**config.mk**
```make
export PLATFORM = sky130hd
export DESIGN_NAME = bscl_divider
export DESIGN_NICKNAME = d
export VERILOG_FILES = /design/src/bscl_pkg.sv /design/src/bscl_divider.sv
export SDC_FILE = /design/constraint.sdc
export NUM_CORES = 1
export LEC_CHECK = 0
export BUFFER_PORTS_ARGS = -buffer_cell sky130_fd_sc_hd__buf_2
export CELL_PAD_IN_SITES_DETAIL_PLACEMENT = 1
export CELL_PAD_IN_SITES_GLOBAL_PLACEMENT = 2
export CORE_ASPECT_RATIO = 1.1
export CORE_MARGIN = 2
export CORE_UTILIZATION = 39
export DETAILED_ROUTE_END_ITERATION = 8
export HOLD_SLACK_MARGIN = 0.03
export PLACE_DENSITY_LB_ADDON = 0.3
export SYNTH_ARGS = -nofsm -noshare
export SYNTH_HDL_FRONTEND = slang
export SYNTH_SLANG_ARGS = --single-unit
```
**constraint.sdc**
```tcl
create_clock -name clk -period 9.3 [get_ports clk]
set_input_delay 0.93 -clock clk [delete_from_list [all_inputs] [get_ports clk]]
set_output_delay 0.93 -clock clk [all_outputs]
set_load 0.01 [all_outputs]
```
**src/bscl_pkg.sv**
```systemverilog
// ----------------------------------------------------------------------------
// bscl_pkg
// Shared types, widths, codes and the softplus table of the balanced sigmoid
// cross-entropy loss block.
// ----------------------------------------------------------------------------
`default_nettype none

package bscl_pkg;

  localparam int PIXEL_W   = 16;
  localparam int CH_W      = 4;
  localparam int LABEL_W   = 5;
  localparam int CFG_W     = 5;
  localparam int LOGIT_W   = 16;
  localparam int PROB_W    = 16;
  localparam int SCALE_W   = 16;
  localparam int CNT_W     = 17;
  localparam int WEIGHT_W  = 17;
  localparam int SUM_W     = 40;
  localparam int GRAD_W    = 32;
  localparam int LOSS_W    = 48;
  localparam int SP_W      = 16;
  localparam int SP_DEPTH  = 256;

  localparam int MAX_PIXELS_DEF = 65536;
  localparam int MAX_CHANNELS   = 16;

  localparam logic [CNT_W-1:0] CNT_MAX = {CNT_W{1'b1}};
  localparam logic [SUM_W-1:0] SUM_MAX = {SUM_W{1'b1}};
  localparam logic [CFG_W-1:0] CHANNELS_RST = CFG_W'(1);

  typedef enum logic [1:0] {
    FUNC_LOAD = 2'd0,
    FUNC_FWD  = 2'd1,
    FUNC_BWD  = 2'd2
  } func_e;

  localparam logic KIND_GRAD = 1'b0;
  localparam logic KIND_LOSS = 1'b1;

  typedef struct packed {
    logic [1:0]                func;
    logic [PIXEL_W-1:0]        pixel;
    logic [CH_W-1:0]           channel;
    logic [LABEL_W-1:0]        label;
    logic signed [LOGIT_W-1:0] logit;
    logic [PROB_W-1:0]         prob;
    logic signed [SCALE_W-1:0] loss_scale;
    logic                      last;
  } item_t;

  typedef struct packed {
    logic                     result_kind;
    logic signed [GRAD_W-1:0] gradient;
    logic [LOSS_W-1:0]        loss;
  } result_t;

  typedef struct packed {
    logic                start;
    logic [CNT_W-1:0]    numer;
    logic [CNT_W-1:0]    denom;
  } div_req_t;

  typedef struct packed {
    logic                done;
    logic [WEIGHT_W-1:0] quot;
  } div_rsp_t;

  typedef logic [SP_DEPTH-1:0][SP_W-1:0] sp_table_t;

  localparam logic [63:0] Q30_ONE = 64'd1 << 30;

  // Shift-subtract quotient, used only while the table is elaborated.
  function automatic logic [63:0] sp_quot(input logic [63:0] n, input logic [63:0] d);
    logic [63:0] q;
    logic [63:0] r;
    q = '0;
    r = '0;
    for (int i = 63; i >= 0; i--) begin
      r = {r[62:0], n[i]};
      if (r >= d) begin
        r = r - d;
        q[i] = 1'b1;
      end
    end
    return q;
  endfunction

  // ln(1+y) = 2*atanh(y/(2+y)), y in Q2.30, result in Q0.16
  function automatic logic [SP_W-1:0] sp_ln1p(input logic [63:0] y);
    logic [63:0] z;
    logic [63:0] z2;
    logic [63:0] p;
    logic [63:0] acc;
    logic [63:0] r;
    z   = sp_quot(y << 30, (Q30_ONE << 1) + y);
    z2  = (z * z) >> 30;
    p   = z;
    acc = '0;
    for (int n = 1; n < 200; n += 2) begin
      if (p != 64'd0) begin
        acc = acc + sp_quot(p, 64'(n));
        p   = (p * z2) >> 30;
      end
    end
    r = ((acc << 1) + (64'd1 << 13)) >> 14;
    return (r > 64'd65535) ? SP_W'(65535) : r[SP_W-1:0];
  endfunction

  // Entry k holds ln(1+exp(-k/16)) in Q0.16.
  function automatic sp_table_t sp_build();
    sp_table_t   tbl;
    logic [63:0] e;
    logic [63:0] term;
    logic [63:0] y;
    e    = Q30_ONE;
    term = Q30_ONE;
    y    = Q30_ONE;
    for (int n = 1; n <= 12; n++) begin
      term = sp_quot(term, 64'(16 * n));
      if ((n % 2) == 1) begin
        e = e - term;
      end else begin
        e = e + term;
      end
    end
    for (int k = 0; k < SP_DEPTH; k++) begin
      tbl[k] = sp_ln1p(y);
      y = (y * e) >> 30;
    end
    return tbl;
  endfunction

  localparam sp_table_t SOFTPLUS = sp_build();

endpackage

`default_nettype wire

```
**src/bscl_divider.sv**
```systemverilog
// ----------------------------------------------------------------------------
// bscl_divider
// Restoring divider for the class weights: (numer << 16) / denom with
// numer <= denom, one quotient bit per cycle.
// ----------------------------------------------------------------------------
`default_nettype none

module bscl_divider
  import bscl_pkg::*;
(
  input  wire logic     clk,
  input  wire logic     rst,
  input  wire div_req_t req,
  output div_rsp_t      rsp
);

  localparam int STEPS = WEIGHT_W;
  localparam int CNT_B = $clog2(STEPS);

  logic [CNT_W-1:0]    rem;
  logic [CNT_W-1:0]    den;
  logic [WEIGHT_W-1:0] quot;
  logic [CNT_B-1:0]    step;
  logic                busy;
  logic                first;
  logic                done;

  logic [CNT_W:0] cand;
  logic           ge;

  // First step consumes the whole numerator, later steps shift in zeros.
  assign cand = first ? {1'b0, rem} : {rem, 1'b0};
  assign ge   = (cand >= {1'b0, den});

  always_ff @(posedge clk) begin
    if (rst) begin
      busy <= 1'b0;
      done <= 1'b0;
    end else begin
      done <= 1'b0;
      if (req.start) begin
        busy <= 1'b1;
      end else if (busy && (step == CNT_B'(STEPS - 1))) begin
        busy <= 1'b0;
        done <= 1'b1;
      end
    end
  end

  always_ff @(posedge clk) begin
    if (req.start) begin
      rem   <= req.numer;
      den   <= req.denom;
      quot  <= '0;
      step  <= '0;
      first <= 1'b1;
    end else if (busy) begin
      rem   <= ge ? CNT_W'(cand - {1'b0, den}) : cand[CNT_W-1:0];
      quot  <= {quot[WEIGHT_W-2:0], ge};
      step  <= step + CNT_B'(1);
      first <= 1'b0;
    end
  end

  assign rsp.done = done;
  assign rsp.quot = quot;

endmodule

`default_nettype wire

```
# After elaboration in Yosys (flattened, before gate mapping)
# Index checks and enable logic that the tools add are counted.
dict set report word_totals {
  register_bits 59
  inputBits 37
  out_inout_bits 18
  wordCells 22
}
dict set report classes {
  addsub 2
  n_lt_le_gt_ge 1
  eq_ne 1
  muxes 7
  reduce_logical 4
}
# operator count
set ops {}
lappend ops {{$mux W17} 3}
lappend ops {{$ge A18 B17 Y1} 1}
lappend ops {{$mux W18} 1}
lappend ops {{$sub A17 B17 Y17} 1}
lappend ops {{$add A5 B1 Y5 const B} 1}
lappend ops {{$eq A5 B5 Y1 const B} 1}
lappend ops {{$reduce_bool A2 Y1} 2}
lappend ops {{$mux W1} 3}
lappend ops {{$reduce_or A2 Y1} 1}
lappend ops {{$logic_and A1 B1 Y1} 1}

# Longest topological paths before layout
# Gate-level depths: netlist of the first run.
dict set report logic_depth {
  ltp_word 5
  ltp_mapped 14
  depth_no_buf 10
}

# Worst setup path before layout of the first run
# OpenSTA, ideal clock, no wires.
dict set report synth_timing {
  path_kind {register -> register}
  startpoint {reg first}
  endpoint {reg rem[5] (data pin)}
  setup_ps 262
  t_arrival_ps 3031
  required_ps 9038
  setup_slack_ps 6008
  path_stages_with_launch 12
  path_buffers 3
  synth_period_minus_slack_ps 3292
  cell_sequence {dfxtp_1 > buf_2 > buf_1 > mux2_2 > fa_1 > a21o_2 > a22o_2 > o311ai_4 > o211a_1 > buf_6 > nor3_1 > a311o_2}
}
dict set report synth_between {
  elab_chain_cells 5
  elab_cells_between_ends 6
  cone_classes {add/sub (1); order compare (1); mux (4)}
}
# item line_no
set synth_rtl {}
lappend synth_rtl {{start: declaration} bscl_divider.sv:25} ;# logic first;
lappend synth_rtl {{start signal: assignment} bscl_divider.sv:56} ;# first <= 1'b1;
lappend synth_rtl {{start signal: assignment} bscl_divider.sv:61} ;# first <= 1'b0;
lappend synth_rtl {{$mux W18 *} bscl_divider.sv:32} ;# assign cand = first ? {1'b0, rem} : {rem, 1'b0};
lappend synth_rtl {{$sub A17 B17 Y17 / $ge A18 B17 Y1 (equally long branches)} {bscl_divider.sv:58, bscl_divider.sv:33}}
lappend synth_rtl {{$mux W17 *} bscl_divider.sv:58} ;# rem <= ge ? CNT_W'(cand - {1'b0, den}) : cand[CNT_W-1:0];
lappend synth_rtl {{$mux W17 *} bscl_divider.sv:57} ;# end else if (busy) begin
lappend synth_rtl {{$mux W17 *} bscl_divider.sv:51} ;# if (req.start) begin
lappend synth_rtl {{end signal: assignment} bscl_divider.sv:52} ;# rem <= req.numer;
lappend synth_rtl {{end signal: assignment} bscl_divider.sv:58}
lappend synth_rtl {{end: declaration} bscl_divider.sv:20} ;# logic [CNT_W-1:0] rem;
# Every way passes the cells marked *; elsewhere a longest branch is shown, timed or not. The select of a mux whose other input is x is not followed.
# A chain may end at the register's enable or synchronous reset.

# Final worst setup path of the first run
dict set report layout_timing {
  startpoint {reg first}
  endpoint {reg rem[6] (data pin)}
}
# Same word-level chain as after synthesis.

==> impl_metrics.tcl, run 1 <==
set metrics [dict create \
    synth_top_area_share_pct 28.2 \
    p_leak_uw 0.00179 \
    cp.required_ps 9390 \
    wire_per_inst_um 16.8 \
    drtIter0Drc 78 \
    synth_area_leaders "edfxtp_1 (28%), dfxtp_1 (14%), ha_1 (6.6%)" \
    die-area_mm2 0.0101 \
    io_buffers 54 \
    cts_inserted_buffers 9 \
    grt_max_degree 66 \
    gp_congestion 0.788 \
    max_freq_ghz 0.255 \
    wirelength_mm 8.73 \
    clk_pin_slew_worst_paths_ps 70 \
    vias 2826 \
    core-area_mm2 0.00896 \
    worst_pin_slew_ps 888 \
    grt_pass1_wl_mm 14.6 \
    arrival_ps 4000 \
    cts_buffer_depth 2 \
    ir_drop_mv 0.0796 \
    grt_pass1_vias 2991 \
    setup_violations 0 \
    p_total_uw 1010 \
    final.period_utilization_pct 42.1 \
    cts_hold_buf 0 \
    antenna_found_initial 0 \
    die_y_um 105 \
    ys_seq_area_share_pct 42.0 \
    cts_tree "done" \
    ys_types 61 \
    final_common_cell "buf_2" \
    yosysTopAreaCell "edfxtp_1" \
    crit_type "reg -> reg" \
    root_buffer "clkbuf_8" \
    timing.slew.headroom_pct 40.7 \
    worstHoldStart "quot[16]" \
    ys_warn_count 0 \
    grt_usage_pct 18.4 \
    n_antenna_cell 0 \
    hold_class "reg -> reg" \
    met1_usage_pct 22.9 \
    area_growth_pct 13.4 \
    cap_violations 0 \
    die_x_um 95.9 \
    dp_hpwl_mm 5.98 \
    fin_nets 457 \
    setup_ws_ps 5380 \
    cts-resized-gates 0 \
    firstDrtPassIters 4 \
    async_flop_share_pct 0 \
    finClkSkew_ps 8.60 \
    rsz0062_at_grt "false" \
    crit_fanout 18 \
    power_density_mw_per_mm2 246 \
    ys.flop_type "edfxtp_1" \
    cts_setup_buffers 0 \
    r2r-start "first" \
    placed_area_mm2 0.00391 \
    endpoint_kind "flip-flop" \
    drive_above_1_share_pct 27.7 \
    post-place-ws_ps 5420 \
    clkSinkCount 59 \
    syn_avg_cell_area_um2 10.3 \
    startpoint "first" \
    grt_use_met2_pct 30.7 \
    io_pins 55 \
    syn_inst 352 \
    grt_overflow 0 \
    gr-usage-met3_pct 4.90 \
    via_per_inst 5.45 \
    status "completed" \
    start_util_pct 40.4 \
    synth_edf_count 34 \
    drtAntennaViolNets 0 \
    insertion_delay_ps 340 \
    cp-start-kind "flip-flop" \
    reg2reg_depth 8 \
    post-route-min-period_ps 3920 \
    ys_seq_elements 59 \
    fillers 1043 \
    htreeDepth 3 \
    drc 0 \
    row_count 36 \
    final_area_mm2 0.00411 \
    synth_area_mm2 0.00362 \
    slew_violations 0 \
    grt.busiest_layer "met2" \
    finalHoldViolations 0 \
    fin_setup_tns_ps 0 \
    final_cell_mix "buf_2 (54), edfxtp_1 (34), nor2_1 (33), nand2_1 (27), dfxtp_1 (25)" \
    hold_path_depth 2 \
    syn-num-nets 409 \
]
## cell type report
cell class                      instances  area, um2  area share (%)
Inverter                               22       82.6            2.01
Clock inverter                          3       17.5           0.426
Timing Repair Buffer                   57        293            7.13
Multi-Input combinational cell        251       1870            45.6
Sequential cell                        59       1520            37.0
Tap cell                              114        143            3.47
Clock buffer                           13        180            4.38
## final timing paths
kind | endpoint | slack, ps
setup / recovery | rem[6] | 5380
hold / removal | quot[16] | 500
setup reg to reg | rem[6] | 5380
hold reg to reg | quot[16] | 500
## cells in the mapped netlist, types with 2 or more instances
cell / count
a221o_1: 2
nor3_1: 7
nor2b_1: 2
a21oi_1: 19
nand2b_1: 2
a311o_1: 2
nor4_1: 3
a211oi_1: 4
or3_1: 2
a21o_1: 8
edfxtp_1: 34
clkbuf_1: 7
nand3_1: 3
dfxtp_1: 25
buf_4: 3
o211ai_1: 5
xnor2_1: 10
a221o_2: 2
nor2_1: 33
nand4_1: 3
a31o_2: 4
mux2_2: 17
ha_1: 19
nand2_1: 27
and3_2: 2
a211o_1: 2
inv_1: 22
o21ai_0: 13
xor2_1: 4
mux2i_1: 23
and2_1: 6
a31oi_1: 2
a311o_2: 2
buf_1: 2
buf_6: 5
## state kept, by name, indices dropped and copies added (netlist names)
signal / cells
step: 5
quot: 17
busy: 1
den: 17
first: 1
rem: 17
done: 1
## logic make-up (layout without fill, tap and decap cells)
kind of cell / count (synthesis) / count (layout) / share of synthesized area, %
AND/OR/NAND/NOR: 99 / 99 / 13.5
buffers and inverters: 42 / 95 / 6.32
adder cells (fa/ha/maj): 20 / 20 / 7.12
multiplexers: 40 / 40 / 11.6
flip-flops: 59 / 59 / 42.0
XOR/XNOR: 14 / 14 / 3.38
AO/OA/AOI/OAI: 78 / 78 / 16.1
## metrics by stage
| step | instances | util [%] | hold slack (ps) |
|---|---|---|---|
| 2_1_floorplan | 352 | - | 469 |
| 3_3_place_gp | 503 | 43.6 | 472 |
| 3_5_place_dp | 503 | 43.6 | 488 |
| 4_1_cts | 519 | 45.8 | 504 |
| 5_1_grt | 519 | 45.8 | 528 |
| 6_report | 519 | 45.8 | 497 |
## where the power goes
group          internal (uW)  switching, uW
Combinational            192            248
Clock                    128            108
Sequential               317           18.1
Total                    637            375
## per-layer routing
| metal | vias up | wire [um] |
|---|---|---|
| met1 | 1382 | 3910 |
| met2 | 50 | 4310 |
| met5 | - | 0 |
| li1 | 1382 | - |
| met4 | 0 | 137 |
| met3 | 12 | 371 |
## critical path, cell delays in order (launching register included)
cell      delay [ps]
dfxtp_1          910
mux2_2           460
fa_1             450
a21o_2           260
a22o_2           230
o311ai_4         270
o211a_1          610
nor3_1           110
a311o_2          370
Note: power is estimated with default switching activity, not from simulation.
==> run 2, diff against run 1 <==
- CORE_UTILIZATION: 39 -> 33
- clock period: 9.3 -> 3.4 ns (I/O delays scaled with it)
==> impl_metrics.tcl, run 2 (same netlist as run 1, synthesis figures left out) <==
set metrics [dict create \
    status "completed" \
    clkSinkCount 59 \
    row_count 40 \
    rsz0062_at_grt "false" \
    drtIter0Drc 79 \
    worstSetupEndpoint "rem[5]" \
    drtAntennaViolNets 0 \
    wirelength_mm 8.76 \
    fin_nets 472 \
    worst_pin_slew_ps 517 \
    dp_hpwl_mm 6.37 \
    arrival_ps 3260 \
    root_buffer "clkbuf_16" \
    cp-start-kind "flip-flop" \
    ir_drop_mv 0.225 \
    firstDrtPassIters 4 \
    reg2reg_to "rem[5]" \
    antenna_found_initial 0 \
    post-route-min-period_ps 3170 \
    io_pins 55 \
    fin_setup_tns_ps 0 \
    top_regs "den (17), quot (17), rem (17)" \
    p_leak_uw 0.00191 \
    final.period_utilization_pct 93.4 \
    grt_overflow 0 \
    utilization_pct 40.4 \
    startpoint "first" \
    start_util_pct 33.5 \
    finalHoldViolations 0 \
    power_density_mw_per_mm2 704 \
    drc 0 \
    hold_class "in -> reg" \
    core-area_mm2 0.0108 \
    die-area_mm2 0.0118 \
    p_total_uw 3080 \
    reg2reg_depth 10 \
    cts_buffer_depth 2 \
    grt_pass1_wl_mm 14.8 \
    via_per_inst 4.93 \
    r2r-start "first" \
    grt_pass1_vias 2954 \
    max_freq_ghz 0.315 \
    die_y_um 114 \
    n_antenna_cell 0 \
    grt_max_degree 65 \
    finClkSkew_ps 7.76 \
    setup_ws_ps 226 \
    htreeDepth 3 \
    final_common_cell "buf_2" \
    clk_pin_slew_worst_paths_ps 60 \
    cp.required_ps 3480 \
    crit_fanout 11 \
    insertion_delay_ps 340 \
    post-place-ws_ps 192 \
    cts_tree "done" \
    cap_violations 0 \
    slew_violations 0 \
    drive_above_1_share_pct 30.2 \
    grt_usage_pct 15.9 \
    final_cell_mix "buf_2 (54), edfxtp_1 (34), nor2_1 (33), nand2_1 (27), dfxtp_1 (25)" \
    wire_per_inst_um 15.4 \
    die_x_um 104 \
    vias 2796 \
    crit_type "reg -> reg" \
    cts_inserted_buffers 9 \
    endpoint_kind "flip-flop" \
    area_growth_pct 20.6 \
    timing.slew.headroom_pct 65.5 \
    r2r_slack_ps 230 \
    gp_congestion 0.826 \
    io_buffers 54 \
    setup_violations 0 \
]
-- run 2: changes by cell type in the layout (fill, tap and decap cells not counted), sizes merged --
cell and delta:
buf +15, clkinv +2, clkbuf -2
-- run 2: routing by layer --
layer,share of wire [%],GRT usage (%),up-vias
met4,2.6,7.84,0
met3,3.7,4.17,14
li1,-,-,1407
met2,47,26.2,40
met1,47,19.5,1335
met5,0,0,-
-- run 2: power breakdown --
part / switching [uW] / internal (uW)
Clock: 337 / 538
Combinational: 687 / 600
Sequential: 45.0 / 869
Total: 1070 / 2010
-- run 2: what timing repair did --
item / CTS / global route
buffers inserted: 0 / 0
hold buffers: 0 / 0
gates resized for setup: 0 / 1
endpoints found under the setup margin: 0 / 3
-- run 2: layout make-up --
class                           count  area, um2
Timing Repair Buffer               72        422
Tap cell                          147        184
Clock buffer                       11        254
Sequential cell                    59       1520
Inverter                           22       82.6
Fill cell                        1265       6440
Clock inverter                      5       33.8
Multi-Input combinational cell    251       1870
-- run 2: how the worst min path moves through the flow --
stage,from,to,slack (ps),depth (start not counted)
after floorplan,rst,busy,410,1
after global placement,quot[16],quot[16],470,2
after detailed placement,quot[16],quot[16],480,2
after CTS,req[0],den[0],160,1
after global routing,req[9],den[9],170,1
final,req[5],den[5],170,1
-- run 2: metrics by stage --
step | cell area, um2 | instances | hold WS [ps]
6_report | 4370 | 567 | 174
4_1_cts | 4370 | 567 | 160
3_5_place_dp | 4080 | 551 | 480
3_3_place_gp | 4080 | 551 | 473
5_1_grt | 4370 | 567 | 166
2_1_floorplan | 3620 | 352 | 412
-- run 2: critical path, stage by stage (launching register included) --
cell and delay [ps]:
dfxtp_1 470, buf_6 220, mux2_2 360, ha_1 350
a21o_1 250, a31o_2 280, a21oi_1 180, o211a_1 200
buf_4 170, nor3_1 60, a311o_2 360
